### src/hw/rtl/mkd_pkg.sv
`default_nettype none
package mkd_pkg;

  localparam int ROWS    = 4;
  localparam int COLS    = 4;
  localparam int KEYS    = ROWS * COLS;
  localparam int FIELD_W = 16;
  localparam int CNT_W   = 3;
  localparam int ADDR_W  = 4;
  localparam int DATA_W  = 32;

  localparam logic [CNT_W-1:0]   ROWS_RST   = CNT_W'(4);
  localparam logic [CNT_W-1:0]   COLS_RST   = CNT_W'(4);
  localparam logic [FIELD_W-1:0] ENABLE_RST = '1;

  typedef enum logic [1:0] {
    REG_ROWS   = 2'd0,
    REG_COLS   = 2'd1,
    REG_ENABLE = 2'd2,
    REG_NONE   = 2'd3
  } reg_idx_t;

  typedef logic [KEYS-1:0] key_vec_t;

  // control into the key bank
  typedef struct packed {
    logic     upd;
    key_vec_t area;
  } bank_ctl_t;

  // flags out of the key bank: current and after this scan
  typedef struct packed {
    key_vec_t tent;
    key_vec_t stable;
    key_vec_t stable_nxt;
    key_vec_t edge_nxt;
  } bank_sts_t;

  // keys inside the scanned rectangle; counts above ROWS/COLS saturate naturally
  function automatic key_vec_t key_area(logic [CNT_W-1:0] rows, logic [CNT_W-1:0] cols);
    key_vec_t m;
    m = '0;
    for (int r = 0; r < ROWS; r++) begin
      for (int c = 0; c < COLS; c++) begin
        m[r*COLS+c] = (r < int'(rows)) && (c < int'(cols));
      end
    end
    return m;
  endfunction

  // map key vector onto the 16-bit field, dropping keys past the field
  function automatic logic [FIELD_W-1:0] to_field(key_vec_t v);
    logic [KEYS+FIELD_W-1:0] pad;
    pad = {{FIELD_W{1'b0}}, v};
    return pad[FIELD_W-1:0];
  endfunction

  // keys past the field read as open
  function automatic key_vec_t from_field(logic [FIELD_W-1:0] f);
    logic [KEYS+FIELD_W-1:0] pad;
    pad = {{KEYS{1'b1}}, f};
    return pad[KEYS-1:0];
  endfunction

endpackage
`default_nettype wire

### src/hw/rtl/mkd_key_bank.sv
`default_nettype none
module mkd_key_bank (
  input  wire logic              clk,
  input  wire logic              rst_n,
  input  wire mkd_pkg::bank_ctl_t ctl,
  input  wire mkd_pkg::key_vec_t  levels,
  output mkd_pkg::bank_sts_t      sts
);

  mkd_pkg::key_vec_t tent_r, stable_r, edge_r;
  mkd_pkg::key_vec_t tent_nxt, stable_nxt, edge_nxt;
  mkd_pkg::key_vec_t closed, t_calc, s_calc, e_calc;

  always_comb begin
    closed = ~levels;
    // two equal samples confirm; a stable key that reads open drops to tentative
    s_calc = closed & (stable_r | tent_r);
    e_calc = ~stable_r & tent_r;
    t_calc = (closed & ~stable_r & ~tent_r) | (~closed & stable_r);
    tent_nxt   = tent_r;
    stable_nxt = stable_r;
    edge_nxt   = edge_r;
    if (ctl.upd) begin
      tent_nxt   = (t_calc & ctl.area) | (tent_r & ~ctl.area);
      stable_nxt = (s_calc & ctl.area) | (stable_r & ~ctl.area);
      edge_nxt   = (e_calc & ctl.area) | (edge_r & ~ctl.area);
    end
  end

  always_ff @(posedge clk) begin
    if (!rst_n) begin
      tent_r   <= '0;
      stable_r <= '0;
      edge_r   <= '0;
    end else begin
      tent_r   <= tent_nxt;
      stable_r <= stable_nxt;
      edge_r   <= edge_nxt;
    end
  end

  assign sts.tent       = tent_r;
  assign sts.stable     = stable_r;
  assign sts.stable_nxt = stable_nxt;
  assign sts.edge_nxt   = edge_nxt;

endmodule
`default_nettype wire

### src/hw/rtl/matrix_keypad_debounce.sv
`default_nettype none
// A scan accepted at a clock edge has its result on out_* from the next cycle.
// Throughput: one scan per cycle; the key flags and the result register both update
// at the accepting edge, and in_stall rises only while a result waits under out_stall.
// Reset (rst_n, synchronous, active low): all key flags released, no result pending,
// valid_rows = 4, valid_cols = 4, event_enable = 0xFFFF.
module matrix_keypad_debounce (
  input  wire logic                         clk,
  input  wire logic                         rst_n,
  input  wire logic                         in_valid,
  output logic                              in_stall,
  input  wire logic [mkd_pkg::FIELD_W-1:0]  in_key_levels,
  output logic                              out_valid,
  input  wire logic                         out_stall,
  output logic [mkd_pkg::FIELD_W-1:0]       out_edge_mask,
  output logic [mkd_pkg::FIELD_W-1:0]       out_stable_mask,
  output logic                              out_any_edge,
  input  wire logic                         psel,
  input  wire logic                         penable,
  input  wire logic                         pwrite,
  input  wire logic [mkd_pkg::ADDR_W-1:0]   paddr,
  input  wire logic [mkd_pkg::DATA_W-1:0]   pwdata,
  output logic [mkd_pkg::DATA_W-1:0]        prdata,
  output logic                              pready
);

  logic [mkd_pkg::CNT_W-1:0]   valid_rows_r, valid_cols_r;
  logic [mkd_pkg::FIELD_W-1:0] event_enable_r;
  logic                        out_valid_r;
  logic [mkd_pkg::FIELD_W-1:0] edge_r, stable_r;
  logic                        any_r;
  logic [mkd_pkg::FIELD_W-1:0] edge_nxt;

  mkd_pkg::reg_idx_t  reg_idx;
  mkd_pkg::bank_ctl_t bank_ctl;
  mkd_pkg::bank_sts_t bank_sts;
  logic               in_fire, cfg_wr;

  assign pready   = 1'b1;
  assign reg_idx  = mkd_pkg::reg_idx_t'(paddr[mkd_pkg::ADDR_W-1:2]);
  assign cfg_wr   = psel && penable && pwrite;
  assign in_stall = out_valid_r && out_stall;
  assign in_fire  = in_valid && !in_stall;

  always_ff @(posedge clk) begin
    if (!rst_n) begin
      valid_rows_r   <= mkd_pkg::ROWS_RST;
      valid_cols_r   <= mkd_pkg::COLS_RST;
      event_enable_r <= mkd_pkg::ENABLE_RST;
    end else if (cfg_wr) begin
      case (reg_idx)
        mkd_pkg::REG_ROWS:   valid_rows_r   <= pwdata[mkd_pkg::CNT_W-1:0];
        mkd_pkg::REG_COLS:   valid_cols_r   <= pwdata[mkd_pkg::CNT_W-1:0];
        mkd_pkg::REG_ENABLE: event_enable_r <= pwdata[mkd_pkg::FIELD_W-1:0];
        default: ;
      endcase
    end
  end

  always_comb begin
    case (reg_idx)
      mkd_pkg::REG_ROWS:   prdata = mkd_pkg::DATA_W'(valid_rows_r);
      mkd_pkg::REG_COLS:   prdata = mkd_pkg::DATA_W'(valid_cols_r);
      mkd_pkg::REG_ENABLE: prdata = mkd_pkg::DATA_W'(event_enable_r);
      default:             prdata = '0;
    endcase
  end

  assign bank_ctl.upd  = in_fire;
  assign bank_ctl.area = mkd_pkg::key_area(valid_rows_r, valid_cols_r);

  mkd_key_bank u_bank (
    .clk    (clk),
    .rst_n  (rst_n),
    .ctl    (bank_ctl),
    .levels (mkd_pkg::from_field(in_key_levels)),
    .sts    (bank_sts)
  );

  assign edge_nxt = mkd_pkg::to_field(bank_sts.edge_nxt) & event_enable_r;

  always_ff @(posedge clk) begin
    if (!rst_n) begin
      out_valid_r <= 1'b0;
    end else if (in_fire) begin
      out_valid_r <= 1'b1;
    end else if (!out_stall) begin
      out_valid_r <= 1'b0;
    end
  end

  // result payload loads with each accepted transaction
  always_ff @(posedge clk) begin
    if (in_fire) begin
      edge_r   <= edge_nxt;
      stable_r <= mkd_pkg::to_field(bank_sts.stable_nxt);
      any_r    <= |edge_nxt;
    end
  end

  assign out_valid       = out_valid_r;
  assign out_edge_mask   = edge_r;
  assign out_stable_mask = stable_r;
  assign out_any_edge    = any_r;

  a_fire_gives_result: assert property (@(posedge clk) disable iff (!rst_n)
    in_fire |=> out_valid_r)
    else $error("accepted scan produced no result");

  a_any_edge_match: assert property (@(posedge clk) disable iff (!rst_n)
    out_valid_r |-> (any_r == (edge_r != '0)))
    else $error("any_edge disagrees with edge mask");

  a_tent_stable_excl: assert property (@(posedge clk) disable iff (!rst_n)
    (bank_sts.tent & bank_sts.stable) == '0)
    else $error("key both tentative and stable");

  a_flags_hold_idle: assert property (@(posedge clk) disable iff (!rst_n)
    !in_fire |=> $stable(bank_sts.stable))
    else $error("key flags changed without a scan");

endmodule
`default_nettype wire
### config.mk
export PLATFORM = sky130hd
export DESIGN_NAME = matrix_keypad_debounce
export DESIGN_NICKNAME = d
export VERILOG_FILES = /design/src/hw/rtl/mkd_pkg.sv /design/src/hw/rtl/mkd_key_bank.sv /design/src/hw/rtl/matrix_keypad_debounce.sv
export SDC_FILE = /design/constraint.sdc
export NUM_CORES = 1
export LEC_CHECK = 0
export ABC_AREA = 1
export ABC_CLOCK_PERIOD_IN_PS = 3940
export BUFFER_PORTS_ARGS = -buffer_cell sky130_fd_sc_hd__buf_2
export CAP_MARGIN = 20
export CORE_ASPECT_RATIO = 1.1
export CORE_MARGIN = 1
export CORE_UTILIZATION = 56
export DETAILED_ROUTE_END_ITERATION = 6
export PLACE_DENSITY = 0.95
export SYNTH_ARGS = -nofsm -noshare
export SYNTH_HDL_FRONTEND = slang
export SYNTH_SLANG_ARGS = --single-unit
### constraint.sdc
create_clock -name clk -period 3.94 [get_ports clk]
set_clock_uncertainty 0.2 [all_clocks]
set_input_delay 1.182 -clock clk [delete_from_list [all_inputs] [get_ports clk]]
set_output_delay 1.182 -clock clk [all_outputs]
set_load 0.03 [all_outputs]
; After elaboration in Yosys (flattened, before gate mapping)
; Index checks and enable logic that the tools add are counted.
[op_classes]
n_bitwise = 22
n_reduce_logical = 26
eq_ne = 3
n_mux = 5
n_lt_le_gt_ge = 8
[op_table]
columns = cell, n
row1 = 16-bit AND, 12
row2 = 16-bit inverter, 5
row3 = 16-bit OR, 5
row4 = 16-bit case mux with 3 select lines, 1
row5 = 16-bit two-way mux, 2
row6 = 1-bit logical AND, 20
row7 = 16-bit OR reduction, 1
row8 = "1-bit by 3-bit < comparator with 1-bit output, first input constant", 4
row9 = "2-bit by 3-bit < comparator with 1-bit output, first input constant", 4
row10 = 2-bit AND reduction, 3
row11 = "2-bit by 1-bit == test with 1-bit output, second input constant", 1
row12 = "2-bit == test, second input constant", 1
row13 = 2-bit zero test, 1
row14 = 1-bit two-way mux, 2
row15 = "2-bit by 1-bit != test with 1-bit output, second input constant", 1
row16 = 1-bit zero test, 1
[totals]
reg_bits = 104
output_inout_bits = 68
elab_cells = 74
inputBits = 59

; Logic depth before layout (Yosys ltp)
[depth]
word_depth = 8
ltp_mapped = 13
mapped_depth_nobuf = 12

; By module
; From an unflattened synthesis, not the netlist that was laid out.
[unflattened]
hier_cells = 686
area_unflattened_um2 = 4921.0
[by_module_without_submodules]
columns = module, area_per_inst_um2, seq_area_each_um2, cells_each, instances
row1 = matrix_keypad_debounce, 2468.6, 1451.4, 285, 1
row2 = mkd_key_bank, 2452.4, 960.9, 401, 1

; Least setup slack after synthesis
; Ideal clock, no wire load.
[synth_path]
path_kind = input port to output port
start = in paddr[3] (netlist bit)
end = out prdata[11] (netlist bit)
required_ns = 2.558
path_buffers = 1
cell_stages = 5
arrival_time_ns = 2.107
slack_ns = 0.451
cell_sequence = inv_1 -> nor2_1 -> inv_1 -> clkbuf_1 -> nor2_1
[synth_between]
elab_chain_len = 2
elab_cells_between_ends = 4
classes_between = eq/ne (2) / mux (1) / reduce/logical (1)
[synth_rtl]
columns = item, line_no
row1 = from (decl), matrix_keypad_debounce.sv:21  ; input wire logic [mkd_pkg::ADDR_W-1:0] paddr,
row2 = 2-bit == test (tied with other cells), matrix_keypad_debounce.sv:61  ; case (reg_idx)
row3 = 16-bit case mux with 3 select lines *, matrix_keypad_debounce.sv:61
row4 = to (decl), matrix_keypad_debounce.sv:23  ; output logic [mkd_pkg::DATA_W-1:0] prdata,
; Mark *: on every way between the ends. The rest lies on a longest branch, timed or not.

; Worst setup path in the final report
[layout_path]
start = in paddr[3] (netlist bit)
end = out prdata[3] (netlist bit)
; Same word-level chain as after synthesis.

==> flow_metrics.env <==
export IMPL_status="completed"
export IMPL_worstSetupPathType="in -> out"
export IMPL_finalHoldViolations=0
export IMPL_required_ns=2.56
export IMPL_ioPinCount=127
export IMPL_max_cap_viol_count=0
export IMPL_synth_compound_area_frac=0.131
export IMPL_grt_setup_unrepaired="no"
export IMPL_cts_root_buf="clkbuf_8"
export IMPL_m1WireLength_um=4430
export IMPL_power_density_nw_per_um2=429
export IMPL_netSwitchingFraction=0.308
export IMPL_initial_core_util=0.586
export IMPL_p_seq_frac=0.521
export IMPL_antenna_found_initial=0
export IMPL_postPlaceCellArea_um2=5190
export IMPL_fmax_mhz=274
export IMPL_die_h_um=97.9
export IMPL_vias=4155
export IMPL_diodes=0
export IMPL_ys_warn_count=0
export IMPL_wl_met3_um=824
export IMPL_syn_avg_cell_area_um2=8.20
export IMPL_layout_drive_gt1_share=0.205
export IMPL_peakVddDrop_uv=275
export IMPL_synth_simple_gate_area_share=0.222
export IMPL_grt_usage=0.258
export IMPL_met2_wirelength_um=5170
export IMPL_postLayoutCoreUtil=0.676
export IMPL_fin_setup_tns_ns=0
export IMPL_post_drt_wl_per_cell_um=14.0
export IMPL_top_layer_used="met4"
export IMPL_synth_xor_area_frac=0.0150
export IMPL_dpl_hpwl_um=7830
export IMPL_critPathArrivalTime_ns=2.27
export IMPL_die_w_um=89.2
export IMPL_drtAntennaViolNets=0
export IMPL_rows=34
export IMPL_areaGrowthSynthToFinish_pct=15.3
export IMPL_core_area_um2=8000
export IMPL_post_cts_resized=0
export IMPL_port_buffers=91
export IMPL_vias_per_cell=5.38
export IMPL_cts_buffers=9
export IMPL_place_congestion=0.908
export IMPL_layout_common_cells="nand2_1 (117), buf_2 (91), inv_1 (84), dfxtp_1 (71), a21oi_1 (50)"
export IMPL_synth_adder_area_share=0
export IMPL_syn_inst=571
export IMPL_p_total_mw=2.32
export IMPL_final_common_cell="nand2_1"
export IMPL_post_cts_buffers=0
export IMPL_dr_first_iter_drc_count=308
export IMPL_dr_pass1_iters=5
export IMPL_wl_um=10800
export IMPL_synth_top_family_by_area="simple AND/OR/NAND/NOR gates"
export IMPL_ys_types=33
export IMPL_p_switching_mw=0.715
export IMPL_synthesis_area_um2=4680
export IMPL_synthMuxAreaShare=0
export IMPL_slew_violations=0
export IMPL_fillers=642
export IMPL_clock_latency_ns=0.38
export IMPL_p_leak_nw=2.64
export IMPL_hold_class="reg -> reg"
export IMPL_grt_pass1_vias=3802
export IMPL_p_comb_frac=0.178
export IMPL_cts_buffer_depth=2
export IMPL_path_max_fanout=14
export IMPL_grt_start_max_net_pins=53
export IMPL_power_internal_mw=1.60
export IMPL_cts_hold_buf=0
export IMPL_setup_viol=0
export IMPL_clock_power_share=0.301
export IMPL_endpoint_kind="output pin"
export IMPL_die_area_um2=8740
export IMPL_slew_headroom=0.631
export IMPL_grt_ovfl_total=0
export IMPL_cts_tree="yes"
export IMPL_clock_sinks=104
export IMPL_fin_crit_ns=3.65
export IMPL_start_kind="primary input"
export IMPL_yosysSeqAreaShare=0.515
export IMPL_num_nets_final=719
export IMPL_period_share=0.926
export IMPL_grt_pass1_wl_um=17300
export IMPL_cts_max_level=3
export IMPL_worstMarginPinSlew_ns=0.553
export IMPL_synth_seq_cells=104
export IMPL_post_route_drc_count=0
export IMPL_path_clk_slew_ns=0.10
export IMPL_design_area_um2=5400
-- worst max-delay path: stages --
cell and delay (ns):
buf_2 0.09, inv_1 0.04, nor2_1 0.19, inv_1 0.31, nor2_1 0.23, buf_2 0.23
-- worst paths after layout --
| kind | start | end | slack (ns) | depth (start not counted) |
|---|---|---|---|---|
| max reg2reg | valid_rows_r[2]$_SDFFE_PN1P_ | out_any_edge$_DFFE_PN_ | 1.66 | 11 |
| min | u_bank.edge_r[14]$_SDFF_PN0_ | u_bank.edge_r[14]$_SDFF_PN0_ | 0.28 | 2 |
| max | paddr[3] | prdata[3] | 0.29 | 6 |
| min reg2reg | u_bank.edge_r[14]$_SDFF_PN0_ | u_bank.edge_r[14]$_SDFF_PN0_ | 0.28 | 2 |
-- stage by stage --
step | worst slack, ns | hold slack [ns] | cells
6_report | 0.292 | 0.281 | 773
5_1_grt | 0.209 | 0.326 | 773
4_1_cts | 0.308 | 0.286 | 773
3_5_place_dp | 0.317 | 0.272 | 757
3_3_place_gp | 0.352 | 0.257 | 757
2_1_floorplan | 0.451 | 0.246 | 586
-- logic make-up (layout without fill, tap and decap cells) --
family                    count (synthesis)  count (layout)
other                                     2              17
AOI/OAI and AO/OA                       102             102
buffers and inverters                   125             204
DFF                                     104             104
xor gates and xnor gates                  8               8
and+or+nand+nor                         230             230
-- routing by layer --
| layer | track usage | vias to the layer above |
|---|---|---|
| met5 | 0 | - |
| met4 | 0.0952 | 0 |
| met3 | 0.0516 | 38 |
| met2 | 0.435 | 202 |
| met1 | 0.325 | 1897 |
| li1 | - | 2018 |
-- cell type report --
class / count / area [µm²] / area share
Multi-Input combinational cell: 357 / 1800 / 0.333
Sequential cell: 104 / 2410 / 0.447
Inverter: 93 / 349 / 0.0646
Clock inverter: 7 / 85.1 / 0.0157
Clock buffer: 9 / 124 / 0.0229
Tap cell: 108 / 135 / 0.0250
Timing Repair Buffer: 95 / 498 / 0.0922
-- power groups by stage --
stage / logic (mW) / registers [mW] / clock network (mW)
6_report: 0.413 / 1.21 / 0.697
5_1_grt: 0.451 / 1.22 / 0.738
4_1_cts: 0.410 / 1.21 / 0.692
3_5_place_dp: 0.405 / 1.23 / 0
3_3_place_gp: 0.390 / 1.23 / 0
2_1_floorplan: 0.247 / 1.28 / 0
-- synthesized netlist by cell type, drive strengths merged --
cell type    n  area share
nand3       37       0.045
clkinv       2      0.0016
edfxtp      33        0.21
a21oi       51       0.054
nor4         1      0.0013
nor2        50       0.051
nor3        10       0.011
o22ai        3      0.0040
nand2      121       0.099
a31oi        1      0.0013
inv         91       0.073
o211ai      15       0.024
conb         2      0.0016
a211oi      16       0.026
and2         3      0.0040
xnor2        8       0.015
o221ai       3      0.0056
buf         23       0.034
clkbuf       9      0.0072
a22oi        2      0.0032
nand3b       1      0.0016
a21boi       1      0.0016
dfxtp       71        0.30
o21ai       10       0.011
nand4        7      0.0093
Note: power is estimated with default switching activity, not from simulation.
